## src/design/skt_pkg.sv

```systemverilog
package skt_pkg;

  localparam int KEY_W  = 31;
  localparam int VAL_W  = 32;
  localparam int CMD_W  = 2;
  localparam int STAT_W = 4;
  localparam int POS_W  = 4;
  localparam int ECNT_W = 5;

  typedef enum logic [CMD_W-1:0] {
    CMD_INS  = 2'd0,
    CMD_DEL  = 2'd1,
    CMD_FIND = 2'd2,
    CMD_LIST = 2'd3
  } cmd_t;

  typedef enum logic [STAT_W-1:0] {
    ST_INS_OK   = 4'd0,
    ST_DUP      = 4'd1,
    ST_FULL     = 4'd2,
    ST_DEL_OK   = 4'd3,
    ST_DEL_MISS = 4'd4,
    ST_HIT      = 4'd5,
    ST_MISS     = 4'd6,
    ST_ENTRY    = 4'd7,
    ST_EMPTY    = 4'd8
  } status_t;

  typedef enum logic [1:0] {
    OP_HOLD,
    OP_INS,
    OP_DEL,
    OP_ROT
  } cell_op_t;

  typedef struct packed {
    logic     capture;
    cell_op_t op;
  } cell_ctrl_t;

  typedef struct packed {
    logic [KEY_W-1:0] key;
    logic [VAL_W-1:0] value;
  } entry_t;

endpackage

```

## src/design/skt_cell.sv

```systemverilog
module skt_cell (
  input  logic                clk,
  input  skt_pkg::cell_ctrl_t ctrl,
  input  logic [skt_pkg::KEY_W-1:0] cmp_key,
  input  skt_pkg::entry_t     new_ent,
  input  logic                held,
  input  logic                tail,
  input  logic                left_lt,
  input  skt_pkg::entry_t     left_ent,
  input  skt_pkg::entry_t     right_ent,
  input  skt_pkg::entry_t     wrap_ent,
  output skt_pkg::entry_t     ent,
  output logic                lt,
  output logic                eq,
  output logic                bnd
);

  skt_pkg::entry_t ent_r, ent_nxt;
  logic lt_r, lt_nxt;
  logic eq_r, eq_nxt;

  always_comb begin
    lt_nxt  = lt_r;
    eq_nxt  = eq_r;
    ent_nxt = ent_r;
    if (ctrl.capture) begin
      lt_nxt = held && (ent_r.key < cmp_key);
      eq_nxt = held && (ent_r.key == cmp_key);
    end
    case (ctrl.op)
      skt_pkg::OP_INS: begin
        // cells at and above the insert point move up one; the boundary cell loads
        if (!lt_r) ent_nxt = left_lt ? new_ent : left_ent;
      end
      skt_pkg::OP_DEL: begin
        if (!lt_r) ent_nxt = right_ent;
      end
      skt_pkg::OP_ROT: begin
        // rotate the held cells left; the head wraps to the tail
        if (held) ent_nxt = tail ? wrap_ent : right_ent;
      end
      default: ;
    endcase
  end

  always_ff @(posedge clk) begin
    lt_r  <= lt_nxt;
    eq_r  <= eq_nxt;
    ent_r <= ent_nxt;
  end

  assign ent = ent_r;
  assign lt  = lt_r;
  assign eq  = eq_r;
  assign bnd = !lt_r && left_lt;

endmodule

```

## src/design/sorted_key_table.sv

```systemverilog
// Sorted key table: holds up to CAPACITY entries (unique key plus value handle)
// in a row of cells kept in ascending key order. Each cell compares its key
// against the incoming key at the cycle the item is accepted; once the output
// register is free the row shifts in one step (insert opens a slot, delete closes
// one) and the single result is written to the output register. List emits one
// result per held entry, one per cycle while out_stall allows, by rotating the
// held cells past the head cell, and returns the row to its original order; an
// empty table gives one empty result. The input is stalled from acceptance until
// the last result of that item is loaded into the output register, which may
// still be waiting on out_stall when the next item enters.
module sorted_key_table #(
  parameter int CAPACITY = 16
) (
  input  logic                         clk,
  input  logic                         rst_n,
  input  logic                         in_valid,
  output logic                         in_stall,
  input  logic [skt_pkg::CMD_W-1:0]    in_cmd,
  input  logic [skt_pkg::KEY_W-1:0]    in_key,
  input  logic [skt_pkg::VAL_W-1:0]    in_value,
  output logic                         out_valid,
  input  logic                         out_stall,
  output logic [skt_pkg::STAT_W-1:0]   out_status,
  output logic [skt_pkg::KEY_W-1:0]    out_key_out,
  output logic [skt_pkg::VAL_W-1:0]    out_value_out,
  output logic [skt_pkg::POS_W-1:0]    out_position,
  output logic [skt_pkg::ECNT_W-1:0]   out_entry_count,
  output logic                         out_last
);

  localparam int CNT_W = $clog2(CAPACITY + 1);
  localparam int PW    = skt_pkg::POS_W;
  localparam int ECW   = skt_pkg::ECNT_W;
  localparam int VW    = skt_pkg::VAL_W;

  typedef enum logic [1:0] {S_IDLE, S_EXEC, S_LIST} state_t;

  state_t                     state_r, state_nxt;
  skt_pkg::cmd_t              cmd_r, cmd_nxt;
  logic [skt_pkg::KEY_W-1:0]  key_r, key_nxt;
  logic [VW-1:0]              val_r, val_nxt;
  logic [CNT_W-1:0]           count_r, count_nxt;
  logic [CNT_W-1:0]           lst_idx_r, lst_idx_nxt;

  logic                       out_valid_r, out_valid_nxt;
  logic [skt_pkg::STAT_W-1:0] status_r, status_nxt;
  logic [skt_pkg::KEY_W-1:0]  okey_r, okey_nxt;
  logic [VW-1:0]              oval_r, oval_nxt;
  logic [PW-1:0]              pos_r, pos_nxt;
  logic [ECW-1:0]             ecnt_r, ecnt_nxt;
  logic                       last_r, last_nxt;

  skt_pkg::cell_ctrl_t        ctrl;
  skt_pkg::entry_t            new_ent;
  skt_pkg::entry_t            ent   [CAPACITY];
  logic [CAPACITY-1:0]        lt_vec, eq_vec, bnd_vec;

  logic                       accept, slot_free, hit, full;
  logic [PW-1:0]              pos_enc;
  logic [VW-1:0]              hit_val;

  assign accept    = in_valid && (state_r == S_IDLE);
  assign slot_free = !out_valid_r || !out_stall;
  assign hit       = |eq_vec;
  assign full      = (count_r == CNT_W'(CAPACITY));
  assign new_ent   = '{key: key_r, value: val_r};

  for (genvar i = 0; i < CAPACITY; i++) begin : g_cell
    skt_cell u_cell (
      .clk       (clk),
      .ctrl      (ctrl),
      .cmp_key   (in_key),
      .new_ent   (new_ent),
      .held      (count_r > CNT_W'(i)),
      .tail      (count_r == CNT_W'(i + 1)),
      .left_lt   ((i == 0) ? 1'b1 : lt_vec[(i == 0) ? 0 : i - 1]),
      .left_ent  ((i == 0) ? new_ent : ent[(i == 0) ? 0 : i - 1]),
      .right_ent ((i == CAPACITY - 1) ? new_ent : ent[(i == CAPACITY - 1) ? i : i + 1]),
      .wrap_ent  (ent[0]),
      .ent       (ent[i]),
      .lt        (lt_vec[i]),
      .eq        (eq_vec[i]),
      .bnd       (bnd_vec[i])
    );
  end

  // boundary and match vectors each have at most one bit set, so OR-encode them
  always_comb begin
    pos_enc = '0;
    hit_val = '0;
    for (int i = 0; i < CAPACITY; i++) begin
      if (bnd_vec[i]) pos_enc = pos_enc | PW'(i);
      if (eq_vec[i])  hit_val = hit_val | ent[i].value;
    end
  end

  always_comb begin
    state_nxt     = state_r;
    cmd_nxt       = cmd_r;
    key_nxt       = key_r;
    val_nxt       = val_r;
    count_nxt     = count_r;
    lst_idx_nxt   = lst_idx_r;
    out_valid_nxt = out_valid_r && out_stall;
    status_nxt    = status_r;
    okey_nxt      = okey_r;
    oval_nxt      = oval_r;
    pos_nxt       = pos_r;
    ecnt_nxt      = ecnt_r;
    last_nxt      = last_r;
    ctrl.capture  = accept;
    ctrl.op       = skt_pkg::OP_HOLD;

    case (state_r)
      S_IDLE: begin
        if (accept) begin
          cmd_nxt   = skt_pkg::cmd_t'(in_cmd);
          key_nxt   = in_key;
          val_nxt   = in_value;
          state_nxt = S_EXEC;
        end
      end
      S_EXEC: begin
        if (slot_free) begin
          out_valid_nxt = 1'b1;
          okey_nxt      = key_r;
          oval_nxt      = '0;
          pos_nxt       = '0;
          last_nxt      = 1'b1;
          ecnt_nxt      = ECW'(count_r);
          state_nxt     = S_IDLE;
          case (cmd_r)
            skt_pkg::CMD_INS: begin
              if (hit) begin
                status_nxt = skt_pkg::ST_DUP;
                pos_nxt    = pos_enc;
              end else if (full) begin
                status_nxt = skt_pkg::ST_FULL;
              end else begin
                status_nxt = skt_pkg::ST_INS_OK;
                pos_nxt    = pos_enc;
                ctrl.op    = skt_pkg::OP_INS;
                count_nxt  = count_r + CNT_W'(1);
                ecnt_nxt   = ECW'(count_nxt);
              end
            end
            skt_pkg::CMD_DEL: begin
              if (hit) begin
                status_nxt = skt_pkg::ST_DEL_OK;
                pos_nxt    = pos_enc;
                ctrl.op    = skt_pkg::OP_DEL;
                count_nxt  = count_r - CNT_W'(1);
                ecnt_nxt   = ECW'(count_nxt);
              end else begin
                status_nxt = skt_pkg::ST_DEL_MISS;
              end
            end
            skt_pkg::CMD_FIND: begin
              if (hit) begin
                status_nxt = skt_pkg::ST_HIT;
                pos_nxt    = pos_enc;
                oval_nxt   = hit_val;
              end else begin
                status_nxt = skt_pkg::ST_MISS;
              end
            end
            default: begin
              if (count_r == '0) begin
                status_nxt = skt_pkg::ST_EMPTY;
                okey_nxt   = '0;
              end else begin
                status_nxt  = skt_pkg::ST_ENTRY;
                okey_nxt    = ent[0].key;
                oval_nxt    = ent[0].value;
                ctrl.op     = skt_pkg::OP_ROT;
                last_nxt    = (count_r == CNT_W'(1));
                lst_idx_nxt = CNT_W'(1);
                if (count_r != CNT_W'(1)) state_nxt = S_LIST;
              end
            end
          endcase
        end
      end
      S_LIST: begin
        if (slot_free) begin
          out_valid_nxt = 1'b1;
          status_nxt    = skt_pkg::ST_ENTRY;
          okey_nxt      = ent[0].key;
          oval_nxt      = ent[0].value;
          pos_nxt       = PW'(lst_idx_r);
          ecnt_nxt      = ECW'(count_r);
          last_nxt      = ((lst_idx_r + CNT_W'(1)) == count_r);
          ctrl.op       = skt_pkg::OP_ROT;
          lst_idx_nxt   = lst_idx_r + CNT_W'(1);
          if (last_nxt) state_nxt = S_IDLE;
        end
      end
      default: state_nxt = S_IDLE;
    endcase
  end

  always_ff @(posedge clk) begin
    if (!rst_n) begin
      state_r     <= S_IDLE;
      count_r     <= '0;
      out_valid_r <= 1'b0;
    end else begin
      state_r     <= state_nxt;
      count_r     <= count_nxt;
      out_valid_r <= out_valid_nxt;
    end
    cmd_r     <= cmd_nxt;
    key_r     <= key_nxt;
    val_r     <= val_nxt;
    lst_idx_r <= lst_idx_nxt;
    status_r  <= status_nxt;
    okey_r    <= okey_nxt;
    oval_r    <= oval_nxt;
    pos_r     <= pos_nxt;
    ecnt_r    <= ecnt_nxt;
    last_r    <= last_nxt;
  end

  assign in_stall        = (state_r != S_IDLE);
  assign out_valid       = out_valid_r;
  assign out_status      = status_r;
  assign out_key_out     = okey_r;
  assign out_value_out   = oval_r;
  assign out_position    = pos_r;
  assign out_entry_count = ecnt_r;
  assign out_last        = last_r;

endmodule

```

## config.mk

```make
export PLATFORM = sky130hd
export DESIGN_NAME = sorted_key_table
export DESIGN_NICKNAME = d
export VERILOG_FILES = /design/src/design/skt_pkg.sv /design/src/design/skt_cell.sv /design/src/design/sorted_key_table.sv
export SDC_FILE = /design/constraint.sdc
export NUM_CORES = 2
export LEC_CHECK = 0
export BUFFER_PORTS_ARGS = -buffer_cell sky130_fd_sc_hd__buf_2
export CAP_MARGIN = 20
export CORE_UTILIZATION = 45
export DETAILED_ROUTE_END_ITERATION = 12
export GPL_ROUTABILITY_DRIVEN = 0
export PLACE_DENSITY = 0.61
export RECOVER_POWER = 100
export SYNTH_ARGS = -nofsm -noshare
export SYNTH_HDL_FRONTEND = slang
export SYNTH_SLANG_ARGS = --single-unit
```

## constraint.sdc

```tcl
create_clock -name clk -period 9.1 [get_ports clk]
set_input_delay 1.365 -clock clk [delete_from_list [all_inputs] [get_ports clk]]
set_output_delay 1.365 -clock clk [all_outputs]
set_load 0.02 [all_outputs]
```

==> impl_metrics.ini <==
[status]
violations = max-capacitance violations, max-slew violations
outcome = finished, violations left

[clock_tree]
cts_buffer_depth = 3
cts-buffers-inserted = 144
post_cts_resized = 0
root_buffer = clkbuf_16
cts.htree.levels = 4
ctsHoldBuffers = 0
cts_tree = built
cts_setup_buffers = 0
clk_pin_slew_ps = 60
cts_sinks = 1195
insertion_delay_ps = 830

[placed_design]
placed_cells = 8694
io_buffers = 147
dpl.hpwl_um = 193000
preCtsSetupSlack_ps = 3150

[yosys]
ys.flop_type = edfxtp_1
synth_edf_count = 1187
yosys_warnings = 0
netlist.area_leader.share_pct = 45.8
avgSynthCellArea_um2 = 11.5
synth_top_cells_by_area = edfxtp_1 (46%), mux2i_1 (12%), a221o_1 (11%)
netlist_area_um2 = 77900
synth_cells = 6780
yosysTopAreaCell = edfxtp_1
ys_seq_area_share_pct = 46.0
async_reset_ff_share_pct = 0
synth.distinct_cells = 74
ys_seq_elements = 1195
syn-num-nets = 7358

[grt]
grtUsageMet1_pct = 50.1
met3_usage_pct = 12.2
grt_max_degree = 167
track_usage_pct = 36.8
busiest_layer = met2
grt_pass1_wl_um = 466000
grt_overflow = 0
grt_antenna_before_repair = 13
met2_usage_pct = 51.6
grt_pass1_vias = 62404

[route]
first_pass_iters = 10
wire_per_inst_um = 37.1
viasPerCell = 7.44
drt_iter0_drc = 10850
num_vias = 66645
totalWireLength_um = 332000
drc = 0
antenna_left = 0

[timing]
skew_ps = 35.6
finalSetupViolCount = 0
hold_viol = 0
slew_headroom_pct = -205
rsz0062_at_grt = false
fin_crit_sh_pct = 89.9
finalCriticalPeriod_ps = 8180
tightestPinTransition_ps = 4570
fin_ws_ps = 920
timing.final.max_slew_violations = 1248
fmax_mhz = 122
finalSetupTns_ps = 0

[die]
die_y_um = 418
dieArea_um2 = 175000
rows = 152
fp.coreArea_um2 = 172000
start_util_pct = 45.3
io_pins = 148
die_x_um = 418

[critical_path]
cp.required_ps = 9760
max_stage_delay_ps = 2700
crit_arrival_ps = 8840
crit_slowest_cell = clkbuf_1
crit_top_cell = clkbuf_1
path_class = flip-flop to flip-flop
cp-end-kind = flip-flop
path_delay_family = buffers and inverters
startpoint_type = flip-flop
worstPathMaxFanout = 34
path_cells = clkbuf_1 -> nor4_1 -> nand4_1 -> nand3_1 -> clkbuf_1 -> o21ai_0 -> clkbuf_1 -> a221o_1
critical_path_buf_inv_count = 3

[final_layout]
synthToLayoutAreaGrowth_pct = 8.34
final_cells = 8958
fin_util_pct = 49.1
fillers = 15301
nets = 7112
layout_commonest_cell = edfxtp_1
layout-drive-gt1-share_pct = 6.81
final_cell_mix = edfxtp_1 (1,187), mux2i_1 (947), nor2_1 (906)

[job]
drv_cap = 33

[min_path]
hold_class = flip-flop to flip-flop

[power]
p_total_w = 0.0159
powerDensity_nw_per_um2 = 189
p_leak_nw = 32.5
vdd_drop_max_v = 0.000254
## metal layers
metal / up-vias / wire length (um)
li1: 26722 / -
met4: 14 / 21000
met5: - / 110
met3: 1209 / 49100
met2: 5801 / 135000
met1: 32899 / 127000
## state kept, by name, summed over array words and instances (netlist names), 16 cells and up
signal / cells
out_key_out: 31
g_cell.u_cell.ent: 1008
key_r: 31
val_r: 32
g_cell.u_cell.eq: 16
g_cell.u_cell.lt: 16
out_value_out: 32
## final timing paths
kind	from	to	slack (ps)	cells past startpoint
min	state_r[1]$_SDFFE_PN0P_	state_r[1]$_SDFFE_PN0P_	490	2
max	g_cell[11].u_cell.eq$_DFFE_PP_	g_cell[3].u_cell.ent[48]$_DFFE_PP_	920	8
min reg2reg	state_r[1]$_SDFFE_PN0P_	state_r[1]$_SDFFE_PN0P_	490	2
max reg2reg	g_cell[11].u_cell.eq$_DFFE_PP_	g_cell[3].u_cell.ent[48]$_DFFE_PP_	920	8
## synthesized netlist by cell type (all sizes together), types with 4 or more instances
cell type and count:
ha 509, o2111ai 5, a2111oi 4, or2 4, a21o 98, nor3 43
o221ai 69, nor3b 5, dfxtp 8, o211ai 10, inv 81, xnor2 6
buf 191, a221oi 137, nand4 119, nor2 914, nor2b 26, edfxtp 1187
and3 20, a21oi 161, o21ai 103, mux2i 947, o31ai 6, clkbuf 548
nand2b 8, xor2 5, a22o 194, nor4 17, a31oi 8, a221o 887
mux2 63, a211oi 50, nand3 47, and2 82, nand2 158, or3 5
and4 8, o21a 8, o22ai 4
## per-stage QoR
stage	cell area [um^2]	hold slack, ps
2_1_floorplan	77900	455
3_3_place_gp	80500	466
3_5_place_dp	80500	475
4_1_cts	85000	483
5_1_grt	84300	508
6_report	84400	488
## power by group
group,total (W),internal [W],switching (W)
Clock,0.00579,0.00326,0.00252
Sequential,0.00680,0.00648,0.000320
Combinational,0.00332,0.00125,0.00207
Total,0.0159,0.0110,0.00492
## cell families (layout without fill, tap and decap cells)
| family | Yosys count | in the layout | synth area share, % |
|---|---|---|---|
| AO/OA/AOI/OAI | 1771 | 1771 | 20.1 |
| AND/OR/NAND/NOR | 1462 | 1462 | 8.22 |
| flip-flops | 1195 | 1195 | 46.0 |
| multiplexers | 1010 | 1010 | 13.1 |
| buffers and inverters | 822 | 683 | 4.31 |
| adder cells (fa/ha/maj) | 509 | 509 | 8.18 |
| XOR/XNOR | 11 | 11 | 0.124 |
| other | 0 | 7 | 0 |
## layout make-up
type | instances | area, um^2 | share of cell area, %
multi-input cells | 4763 | 38700 | 45.9
flip-flops and latches | 1195 | 35800 | 42.4
clock buffers | 186 | 3800 | 4.51
well taps | 2310 | 2890 | 3.43
repair buffers | 347 | 2140 | 2.53
clock inverters | 67 | 683 | 0.810
inverters | 83 | 312 | 0.369
diodes | 7 | 17.5 | 0.0208
## tightest hold or removal path: stages (launching register included)
cell and delay (ps):
dfxtp_1 330, nand2_1 60, mux2i_1 50
Note: power is estimated with default switching activity, not from simulation.
